[config.mk]
export PLATFORM = sky130hd
export DESIGN_NAME = idle_delimited_target_frame_receiver
export DESIGN_NICKNAME = d
export VERILOG_FILES = /design/src/hdl/idftr_pkg.sv /design/src/hdl/idle_delimited_target_frame_receiver.sv
export VERILOG_INCLUDE_DIRS = /design/src /design/src/hdl
export SDC_FILE = /design/constraint.sdc
export NUM_CORES = 1
export LEC_CHECK = 0
export BUFFER_PORTS_ARGS = -buffer_cell sky130_fd_sc_hd__buf_2
export CORE_UTILIZATION = 58
export CTS_CLUSTER_DIAMETER = 120
export DETAILED_ROUTE_END_ITERATION = 10
export PLACE_DENSITY = 0.8
export SLEW_MARGIN = 40
export SYNTH_ARGS = -nofsm -noshare
export SYNTH_HDL_FRONTEND = slang
export SYNTH_SLANG_ARGS = --single-unit
export TNS_END_PERCENT = 20
[constraint.sdc]
create_clock -name i_clk -period 10.7 [get_ports i_clk]
set_input_delay 1.07 -clock i_clk [delete_from_list [all_inputs] [get_ports i_clk]]
set_output_delay 1.07 -clock i_clk [all_outputs]
set_load 0.03 [all_outputs]
[src/hdl/idle_delimited_target_frame_receiver_defines.svh]
// ----------------------------------------------------------------------------
// idle-delimited target frame receiver: assertion macros
// concurrent check wrappers, compiled out for synthesis
// ----------------------------------------------------------------------------
`ifndef IDLE_DELIMITED_TARGET_FRAME_RECEIVER_DEFINES_SVH
`define IDLE_DELIMITED_TARGET_FRAME_RECEIVER_DEFINES_SVH

`ifndef SYNTHESIS

// same-cycle implication
`define IDFTR_ASSERT_NOW(label, clk, rst_n, ante, cons) \
    label: assert property (@(posedge clk) disable iff (!rst_n) (ante) |-> (cons)) \
        else $error("assertion failed");

// next-cycle implication
`define IDFTR_ASSERT_NEXT(label, clk, rst_n, ante, cons) \
    label: assert property (@(posedge clk) disable iff (!rst_n) (ante) |=> (cons)) \
        else $error("assertion failed");

`else

`define IDFTR_ASSERT_NOW(label, clk, rst_n, ante, cons)
`define IDFTR_ASSERT_NEXT(label, clk, rst_n, ante, cons)

`endif

`endif

[src/hdl/idftr_pkg.sv]
// ----------------------------------------------------------------------------
// idftr_pkg
// transaction types and codes for the target frame receiver
// ----------------------------------------------------------------------------
package idftr_pkg;

    localparam int FRAME_BYTES_DEF = 10;

    localparam logic ACT_BYTE = 1'b0;
    localparam logic ACT_IDLE = 1'b1;

    localparam logic STATUS_GOOD     = 1'b0;
    localparam logic STATUS_CSUM_ERR = 1'b1;

    typedef struct packed {
        logic       action;
        logic [7:0] rx_byte;
    } t_in_item;

    typedef struct packed {
        logic               status;
        logic        [15:0] box_width;
        logic        [15:0] box_height;
        logic        [7:0]  color_code;
        logic signed [15:0] offset_y;
        logic signed [15:0] offset_x;
    } t_out_item;

endpackage

[src/hdl/idle_delimited_target_frame_receiver.sv]
// ----------------------------------------------------------------------------
// idle-delimited target frame receiver
// byte or short-frame idle: one transaction per cycle; full-frame idle: one shared
// adder sums bytes 0-8 in S_SUM, S_DONE loads the output once free, input stalled
// until loaded; sync active-low reset clears control and output valid, not the buffer
// ----------------------------------------------------------------------------
`include "idle_delimited_target_frame_receiver_defines.svh"

module idle_delimited_target_frame_receiver #(
    parameter int FRAME_BYTES = idftr_pkg::FRAME_BYTES_DEF
) (
    input  logic                 i_clk,
    input  logic                 i_rst_n,
    input  logic                 i_in_valid,
    output logic                 o_in_stall,
    input  idftr_pkg::t_in_item  i_in_data,
    output logic                 o_out_valid,
    input  logic                 i_out_stall,
    output idftr_pkg::t_out_item o_out_data
);
    import idftr_pkg::*;

    localparam int CNT_W    = $clog2(FRAME_BYTES + 1);
    localparam int IDX_W    = $clog2(FRAME_BYTES);
    localparam int CHK_POS  = FRAME_BYTES - 1;
    localparam logic [CNT_W-1:0] CNT_FULL = CNT_W'(FRAME_BYTES);
    localparam logic [IDX_W-1:0] IDX_LAST = IDX_W'(FRAME_BYTES - 2);

    typedef enum logic [2:0] {
        S_IDLE = 3'b001,
        S_SUM  = 3'b010,
        S_DONE = 3'b100
    } t_state;

    t_state           r_state,     n_state;
    logic [CNT_W-1:0] r_count,     n_count;
    logic [IDX_W-1:0] r_idx,       n_idx;
    logic [7:0]       r_sum,       n_sum;
    logic             r_out_valid, n_out_valid;
    t_out_item        r_out_data,  n_out_data;
    logic [7:0]       r_buf [FRAME_BYTES];

    logic in_acc;
    logic buf_we;
    logic out_free;
    logic sum_last;
    logic done_hold;

    assign o_in_stall  = (r_state != S_IDLE);
    assign in_acc      = i_in_valid && !o_in_stall;
    assign buf_we      = in_acc && (i_in_data.action == ACT_BYTE) && (r_count < CNT_FULL);
    assign out_free    = !r_out_valid || !i_out_stall;
    assign sum_last    = (r_state == S_SUM) && (r_idx == IDX_LAST);
    assign done_hold   = (r_state == S_DONE) && !out_free;
    assign o_out_valid = r_out_valid;
    assign o_out_data  = r_out_data;

    always_comb begin
        n_state     = r_state;
        n_count     = r_count;
        n_idx       = r_idx;
        n_sum       = r_sum;
        n_out_valid = r_out_valid && i_out_stall;
        n_out_data  = r_out_data;
        case (r_state)
            S_IDLE: begin
                if (in_acc) begin
                    if (i_in_data.action == ACT_BYTE) begin
                        if (r_count < CNT_FULL) begin
                            n_count = r_count + CNT_W'(1);
                        end
                    end else begin
                        n_count = '0;
                        if (r_count == CNT_FULL) begin
                            n_state = S_SUM;
                            n_idx   = '0;
                            n_sum   = '0;
                        end
                    end
                end
            end
            S_SUM: begin
                n_sum = r_sum + r_buf[r_idx];
                n_idx = r_idx + IDX_W'(1);
                if (sum_last) begin
                    n_state = S_DONE;
                end
            end
            S_DONE: begin
                if (out_free) begin
                    n_out_data  = '0;
                    n_out_valid = 1'b1;
                    n_state     = S_IDLE;
                    if (r_sum == r_buf[CHK_POS]) begin
                        n_out_data.status     = STATUS_GOOD;
                        n_out_data.box_width  = {r_buf[0], r_buf[1]};
                        n_out_data.box_height = {r_buf[2], r_buf[3]};
                        n_out_data.color_code = r_buf[4];
                        n_out_data.offset_y   = $signed({r_buf[5], r_buf[6]});
                        n_out_data.offset_x   = $signed({r_buf[7], r_buf[8]});
                    end else begin
                        n_out_data.status = STATUS_CSUM_ERR;
                    end
                end
            end
            default: begin
                n_state = S_IDLE;
            end
        endcase
    end

    always_ff @(posedge i_clk) begin
        if (!i_rst_n) begin
            r_state     <= S_IDLE;
            r_count     <= '0;
            r_idx       <= '0;
            r_sum       <= '0;
            r_out_valid <= 1'b0;
        end else begin
            r_state     <= n_state;
            r_count     <= n_count;
            r_idx       <= n_idx;
            r_sum       <= n_sum;
            r_out_valid <= n_out_valid;
        end
    end

    always_ff @(posedge i_clk) begin
        r_out_data <= n_out_data;
    end

    // frame buffer, no reset
    always_ff @(posedge i_clk) begin
        if (buf_we) begin
            r_buf[r_count[IDX_W-1:0]] <= i_in_data.rx_byte;
        end
    end

    `IDFTR_ASSERT_NOW(a_cnt_range, i_clk, i_rst_n, 1'b1, r_count <= CNT_FULL)
    `IDFTR_ASSERT_NOW(a_sum_cnt_clr, i_clk, i_rst_n, r_state == S_SUM, r_count == '0)
    `IDFTR_ASSERT_NEXT(a_sum_to_done, i_clk, i_rst_n, sum_last, r_state == S_DONE)
    `IDFTR_ASSERT_NEXT(a_done_wait, i_clk, i_rst_n, done_hold, r_state == S_DONE)

endmodule

Yosys cells after proc, flatten, opt, wreduce, memory -nomap -nowiden
Memories as Yosys holds them, arrays and structs flattened. A register that Yosys moved wholly into a read port is not among the register bits.
Index checks and enable logic that the tools add are counted.

operators by class
  add/subtract/negate cells = 3
  eq/ne operators = 12
  order comparisons = 1
  bitwise gates (word level) = 1
  reductions and logical operators = 24
  multiplexer cells = 23

operators with widths
  kind                                                 count
  2-to-1 mux 4 bit                                     7
  2-to-1 mux 8 bit                                     3
  one-hot mux 8 bit (2 select lines)                   1
  2-to-1 mux 3 bit                                     5
  logical NOT 1 bit                                    12
  != test 2 bit, second input constant                 5
  one-hot mux 3 bit (3 select lines)                   1
  adder 4 x 1 -> 4 bit, second input constant          2
  adder 8 bit                                          1
  equality test 4 bit, second input constant           2
  equality test 8 bit                                  1
  one-hot mux 4 bit (2 select lines)                   1
  logical AND 1 bit                                    5
  2-to-1 mux 1 bit                                     5
  AND reduction 5 bit                                  1
  < comparator 4 bit, second input constant            1
  AND reduction 4 bit                                  1
  nonzero test 2 bit                                   2
  equality test 3 x 1 -> 1 bit, second input constant  1
  equality test 3 x 2 -> 1 bit, second input constant  1
  equality test 3 bit, second input constant           1
  != test 3 x 1 -> 1 bit, second input constant        1
  AND reduction 3 bit                                  1
  AND reduction 2 bit                                  1
  2 further kinds                                      2

storage, ports and cells
  bits in writable memories = 80
  memories kept = 1
  bits of input ports = 13
  word-level logic and storage cells = 71
  register bits after elaboration = 21
  output and inout bits = 75

memories
  memory  depth  bits a word  read ports  clocked after Yosys merged registers in  write ports  line                                        RTL
  r_buf   10     8            11          10                                       1            idle_delimited_target_frame_receiver.sv:41  logic [7:0] r_buf [FRAME_BYTES];

Depth between registers and ports, before layout
Gate-level depths: netlist (run 1).

  word-level depth = 7
  depth in mapped cells = 13
  gate-level depth less buffers = 12

Worst setup path before layout (run 1)
Ideal clock, no wire load.

  path kind = input -> register
  start point = in i_out_stall
  end point = reg r_out_data, in the netlist o_out_data[0] (enable)
  arrival time = 4535 ps
  setup slack = 5637 ps
  library setup time = 528 ps
  buffers on the path = 0
  cell stages on the path = 1
  path through = a21oi_1

on the way
  longest elaborated chain between the ends = 3

RTL lines
  what                                  line                                         RTL
  start: declaration                    idle_delimited_target_frame_receiver.sv:18   input logic i_out_stall,
  logical NOT 1 bit                     idle_delimited_target_frame_receiver.sv:52   assign out_free = !r_out_valid || !i_out_stall;
  logical OR 1 bit                      idle_delimited_target_frame_receiver.sv:52
  AND reduction 2 bit (no source line)  -
  end signal: assignment                idle_delimited_target_frame_receiver.sv:129  r_out_data <= n_out_data;
  end: declaration                      idle_delimited_target_frame_receiver.sv:40   t_out_item r_out_data, n_out_data;

No other way between the ends.
A chain may end at the register's enable or synchronous reset.

==> results.py, run 1 <==
metrics = {
    "synth": {
        "synth_ff_type": "edfxtp_1",
        "synth.distinct_cells": 46,
        "netlist_instances": 465,
        "synth-compound-area-share_pct": 4.75,
        "yosysMostFrequentCell": "edfxtp_1",
        "synth_edf_count": 153,
        "syn_avg_cell_area_sq_um": 15.5,
        "seq_area_frac_synth_pct": 70.3,
        "ys_warn_count": 0,
        "synth_nets": 492,
        "synth.top_cell.area_share_pct": 63.7,
        "synth-seq-cells": 177,
        "synthTopCellsByCount": "edfxtp_1, and2_1, dfxtp_1",
        "synth_fa_ha_area_share_pct": 2.53,
        "yosys.area_share.simple_pct": 12.6,
        "synthArstFlopShare_pct": 0,
        "synthXorXnorAreaFrac_pct": 1.58,
        "yosys.area.top_type": "edfxtp_1",
        "syn_area_sq_um": 7210,
        "synthMuxAreaShare_pct": 6.16,
        "synth_top_family_by_area": "simple AND/OR/NAND/NOR gates",
        "synth_area_leaders": "edfxtp_1, and2_1, dfxtp_1",
    },
    "worst_setup_path": {
        "crit_chain": "buf_4, mux4_1, nor2b_1, a211oi_1, a21oi_1, ha_1, fa_1, a21o_1, a21oi_1, o21bai_1, a21oi_1, nand4_1, o211ai_1",
        "arrival_ns": 3.86,
        "required_ns": 11.05,
        "cp_max_fo": 23,
        "cpMostUsedCell": "a21oi_1",
        "cpPeakStageDelay_ns": 0.60,
        "cp-start-kind": "register",
        "critPathKind": "register to register",
        "slowest_stage": "mux4_1",
        "endpoint_kind": "register",
    },
    "sta": {
        "worst_slew_pin_slew_ns": 0.836,
        "min_period_over_period_pct": 32.7,
        "tns_ns": 0,
        "fin_hold_ws_ns": 0.493,
        "timing.final.hold_violations": 0,
        "skew_ns": 0.0168,
        "grt_setup_unrepaired": "false",
        "setup_viol_count_final": 0,
        "fmax_ghz": 0.286,
        "max_slew_margin_pct": 44.1,
        "fin_crit_ns": 3.50,
        "slew_violations": 0,
    },
    "finish": {
        "drive_above_1_share_pct": 23.1,
        "regArea_sq_um": 5080,
        "final_nets": 581,
        "nFillCells": 807,
        "multi_input_area_sq_um": 2010,
        "synthToLayoutAreaGrowth_pct": 16.2,
        "fin_util_pct": 69.5,
        "antenna_cells": 0,
        "fin_area_sq_um": 8380,
    },
    "floorplanning": {
        "initial_core_util_pct": 59.8,
        "fp.dieW_microns": 114,
        "io_pins": 88,
        "die_h_microns": 114,
        "core_sq_um": 12100,
        "die_area_sq_um": 12900,
        "row_count": 40,
    },
    "global_routing": {
        "grt_max_degree": 74,
        "grt_usage_pct": 23.4,
        "grt.busiest_layer": "met2",
        "grt_use_met2_pct": 40.0,
        "grt_pass1_vias": 4057,
        "grt_util_met1_pct": 28.3,
        "antenna_found_initial": 0,
        "grt_pass1_wl_microns": 21600,
        "grt_use_met3_pct": 6.11,
        "overflow": 0,
    },
    "clock_network": {
        "cts_root_buf": "clkbuf_16",
        "cts-htree-levels": 4,
        "postCtsResizedCells": 0,
        "cts_buffers": 17,
        "cts_tree": "done",
        "cts_hold_buffers": 0,
        "clock_latency_ns": 0.43,
        "cts.sinks": 177,
        "cts_setup_buffers": 0,
        "clk_pin_slew_ns": 0.07,
        "clockBufferDepth": 2,
    },
    "detailed_routing": {
        "vias_per_cell": 5.59,
        "drt_wl_total_microns": 14000,
        "vias": 4105,
        "wire_per_inst_microns": 19.1,
        "drc_errors": 0,
        "drt-pass1-iter-count": 5,
        "ant_nets": 0,
        "drt_iter0_drc": 371,
    },
    "worst_hold_path": {
        "hold_class": "register to register",
    },
    "flow_run": {
        "drv_cap": 0,
    },
    "placement": {
        "gp_congestion": 0.868,
        "post-dp-hpwl_microns": 9460,
        "place_area_sq_um": 7810,
        "io_buffers": 87,
    },
    "pwr": {
        "pwr_density_cell_nw_per_um2": 162,
        "total_power_mw": 1.36,
        "p_leak_nw": 3.04,
        "vdd_drop_max_mv": 0.0785,
    },
    "run_status": {
        "status": "completed",
    },
}
[state kept, by name, summed over array words and instances, names as in the netlist, named ones only]
| signal | count |
|---|---|
| r_count | 4 |
| o_out_valid | 1 |
| r_idx | 4 |
| r_state | 3 |
| r_sum | 8 |
| o_out_data | 73 |
| r_buf | 80 |
[cells in the final DEF, fill, tap and decap left out, types with 5 or more instances in the layout]
master     instances
nand2_1           13
mux2i_1           11
buf_2             87
nor2_1             9
nor2b_1           17
dfxtp_1           23
xnor2_1           11
a22oi_1            7
ha_1              13
a21oi_1           18
inv_1              9
o21ai_0            7
edfxtp_1         153
clkbuf_16         17
mux4_1             5
mux4_2             9
and2_1            82
a211oi_1           7
[power breakdown]
| part | internal [mW] | switching (mW) | total, mW |
|---|---|---|---|
| clock | 0.341 | 0.253 | 0.593 |
| combinational | 0.00715 | 0.0131 | 0.0202 |
| sequential | 0.746 | 0.00147 | 0.748 |
[layout make-up]
type,count,area share (%)
flip-flops and latches,177,60.6
multi-input cells,259,24.0
repair buffers,90,5.75
clock buffers,17,5.08
well taps,168,2.51
clock inverters,15,1.69
inverters,9,0.403
[metal layers]
metal	up-vias	part of all wire (%)	routed length, microns
met2	131	53	7360
met1	2047	40	5540
met4	0	1.9	263
met5	-	0	0
li1	1908	-	-
met3	19	6.0	837
[critical path: cells and delay by family, from the launching register on]
kind / cells / cell delay (ns)
AO/OA/AOI/OAI: 7 / 1.20
adder cells (fa/ha/maj): 2 / 0.67
multiplexers: 1 / 0.60
buffers and inverters: 1 / 0.37
flip-flops: 1 / 0.31
AND/OR/NAND/NOR: 2 / 0.26
[worst paths after layout]
path | start | end | slack, ns | depth (start not counted)
max | register | r_sum[6] | 7.20 | 13
max reg2reg | register | r_sum[6] | 7.20 | 13
min reg2reg | r_state[0] | r_state[2] | 0.49 | 1
min | r_state[0] | r_state[2] | 0.49 | 1
[logic make-up after synthesis]
| kind of cell | after synthesis |
|---|---|
| adder cells (fa/ha/maj) | 14 |
| AO/OA/AOI/OAI | 55 |
| AND/OR/NAND/NOR | 152 |
| flip-flops | 177 |
| buffers and inverters | 29 |
| multiplexers | 25 |
| XOR/XNOR | 13 |
[per-stage QoR]
step	std cells	worst slack, ns
floorplan	465	5.64
global placement	702	7.36
detailed placement	703	7.34
CTS	735	7.21
global route	735	6.99
finish	735	7.20
Power figures use the tool's default switching activity.
==> run 2, diff against run 1 <==
ABC_AREA = 1   (was not set)
PLACE_DENSITY = 0.79   (was 0.8)
clock period = 3.4 ns   (was 10.7 ns; I/O delays follow)
==> run 2 against run 1 <==
- sequential power rose to 3.1 times the previous value
- register-to-register slack got worse by 6.7 ns
- critical path type unchanged
- first-iteration DRC count decreased by 0.81%
- combinational power grew to 3.8 times the previous value
- largest cell class unchanged
==> results.py, run 2 <==
metrics = {
    "global_routing": {
        "grt_pass1_wl_microns": 25100,
        "grt_pass1_vias": 4827,
        "antenna_found_initial": 0,
        "overflow": 0,
        "grt_usage_pct": 24.3,
        "grt_max_degree": 50,
    },
    "detailed_routing": {
        "wire_per_inst_microns": 17.6,
        "drc_errors": 0,
        "drt_wl_total_microns": 16200,
        "drt-pass1-iter-count": 5,
        "ant_nets": 0,
        "vias": 4932,
        "drt_iter0_drc": 368,
        "dr_wl_met3_microns": 851,
        "top_layer": "met4",
        "met1_length_microns": 6370,
        "detailroute.wirelength.met2_microns": 8470,
        "vias_per_cell": 5.36,
    },
    "clock_network": {
        "cts-htree-levels": 4,
        "cts_buffers": 17,
        "clockBufferDepth": 2,
        "postCtsResizedCells": 0,
        "cts_tree": "done",
        "cts.sinks": 177,
        "cts_hold_buffers": 0,
        "cts_setup_buffers": 0,
        "clock_latency_ns": 0.43,
        "cts_root_buf": "clkbuf_16",
        "clk_pin_slew_ns": 0.07,
    },
    "worst_setup_path": {
        "arrival_ns": 3.24,
        "cpMostUsedCell": "a21oi_1",
        "slowest_stage": "inv_1",
        "cpPeakStageDelay_ns": 0.50,
        "crit_end": "r_sum[6]",
        "crit_chain": "inv_1, buf_12, a21oi_1, o21ai_0, nand3_1, nand3_1, nand2_1, fa_1, nand3_1, nand2_1, a21oi_1, o21bai_1, a21oi_1, o21ai_0, a21oi_1",
        "required_ns": 3.76,
        "ff2ff_path_depth": 15,
        "regToRegEndpoint": "r_sum[6]",
        "endpoint_kind": "register",
        "critPathKind": "register to register",
        "cp-start-kind": "register",
        "cp_max_fo": 25,
        "reg2reg_setup_slack_ns": 0.51,
    },
    "synth": {
        "synth_nets": 665,
        "synthArstFlopShare_pct": 0,
        "syn_area_sq_um": 7890,
        "synth_edf_count": 153,
        "synth_ff_type": "edfxtp_1",
        "yosysMostFrequentCell": "edfxtp_1",
        "synth.distinct_cells": 35,
        "synth-seq-cells": 177,
        "yosys.area.top_type": "edfxtp_1",
        "seq_area_frac_synth_pct": 64.3,
        "synthTopCellsByCount": "edfxtp_1, inv_1, nor2_4",
        "synth.top_cell.area_share_pct": 58.2,
        "ys_warn_count": 0,
        "netlist_instances": 638,
        "syn_avg_cell_area_sq_um": 12.4,
        "synth_area_leaders": "edfxtp_1, nor2_4, dfxtp_1",
    },
    "pwr": {
        "pwr_density_cell_nw_per_um2": 490,
        "p_sw_mw": 0.863,
        "power_frac_comb_pct": 1.7,
        "p_leak_nw": 3.71,
        "p_sw_share_pct": 19.4,
        "p_int_mw": 3.60,
        "vdd_drop_max_mv": 0.266,
        "power_frac_seq_pct": 52.8,
        "p_clk_share_pct": 45.5,
    },
    "finish": {
        "largest_reg_flops": 80,
        "antenna_cells": 0,
        "drive_above_1_share_pct": 27.5,
        "synthToLayoutAreaGrowth_pct": 15.2,
        "fin_area_sq_um": 9090,
        "nFillCells": 924,
        "final_common_cell": "edfxtp_1",
        "layout_common_cells": "edfxtp_1, inv_1, buf_2",
        "final_nets": 759,
    },
    "sta": {
        "grt_setup_unrepaired": "false",
        "skew_ns": 0.0101,
        "fmax_ghz": 0.347,
        "max_slew_margin_pct": 44.2,
        "fin_crit_ns": 2.89,
        "setup_viol_count_final": 0,
        "tns_ns": 0,
        "finalWorstSetupSlack_ns": 0.514,
        "timing.final.hold_violations": 0,
        "worst_slew_pin_slew_ns": 0.833,
        "min_period_over_period_pct": 84.9,
        "slew_violations": 0,
    },
    "placement": {
        "gp_congestion": 0.941,
        "post-dp-hpwl_microns": 11200,
        "place_area_sq_um": 8450,
        "io_buffers": 87,
        "dp_slack_ns": 0.641,
    },
    "floorplanning": {
        "die_h_microns": 119,
        "row_count": 42,
        "io_pins": 88,
        "core_sq_um": 13200,
        "fp.dieW_microns": 119,
        "initial_core_util_pct": 59.6,
        "die_area_sq_um": 14100,
    },
    "run_status": {
        "status": "completed",
    },
    "worst_hold_path": {
        "hold_class": "primary input to register",
    },
    "flow_run": {
        "drv_cap": 0,
    },
}
## run 2: critical path, delay by kind of cell, from the launching register on
kind	cells	cell delay, ns
and+or+nand+nor	5	0.50
adders and majority gates	1	0.44
buffers and inverters	2	0.74
DFF	1	0.32
AOI/OAI and AO/OA	7	0.78
## run 2: metrics by stage
stage / util (%) / std cells / hold WS, ns / power, mW
after floorplan: - / 638 / 0.439 / 2.44
after global placement: 63.8 / 888 / 0.480 / 2.47
after detailed placement: 63.8 / 888 / 0.489 / 2.48
after CTS: 68.5 / 920 / 0.204 / 4.48
after global routing: 68.7 / 921 / 0.226 / 4.56
final: 68.7 / 921 / 0.218 / 4.46
## run 2: cell type report
cell class	count	area [sq um]	share of cell area, %
tap	176	220	2.42
multi-input combinational	332	2220	24.4
inverter	106	398	4.38
clock inverter	14	188	2.06
clock buffer	18	429	4.72
sequential	177	5070	55.8
timing repair buffer	98	563	6.19
## run 2: power by group through the flow
stage	Clock (mW)	Combinational, mW	Sequential (mW)
global placement	0	0.0712	2.40
detailed placement	0	0.0753	2.40
floorplan	0	0.0364	2.40
CTS	2.05	0.0760	2.35
global route	2.13	0.0841	2.35
finish	2.03	0.0774	2.35
## run 2: worst min-delay path by stage
stage	from	to	cells after the start
3_5_place_dp	r_sum[2]	r_sum[2]	2
6_report	i_out_stall	o_out_valid	3
5_1_grt	i_rst_n	r_count[0]	3
3_3_place_gp	r_sum[2]	r_sum[2]	2
4_1_cts	i_out_stall	o_out_valid	3
2_1_floorplan	i_in_data[0]	r_buf[0][0]	0
## run 2: metal layers
metal | track usage (%) | vias up
met1 | 29.2 | 2357
met2 | 41.7 | 193
met3 | 4.58 | 36
li1 | - | 2346
met5 | 0 | -
met4 | 12.2 | 0
## run 2: cells by family (layout without fill, tap and decap cells)
| logic type | count (synthesis) | after routing | synth area share (%) |
|---|---|---|---|
| AND/OR/NAND/NOR | 195 | 195 | 17.1 |
| buffers and inverters | 129 | 236 | 7.83 |
| AO/OA/AOI/OAI | 116 | 116 | 7.55 |
| flip-flops | 177 | 177 | 64.3 |
| adder cells (fa/ha/maj) | 14 | 14 | 2.32 |
| XOR/XNOR | 7 | 7 | 0.872 |
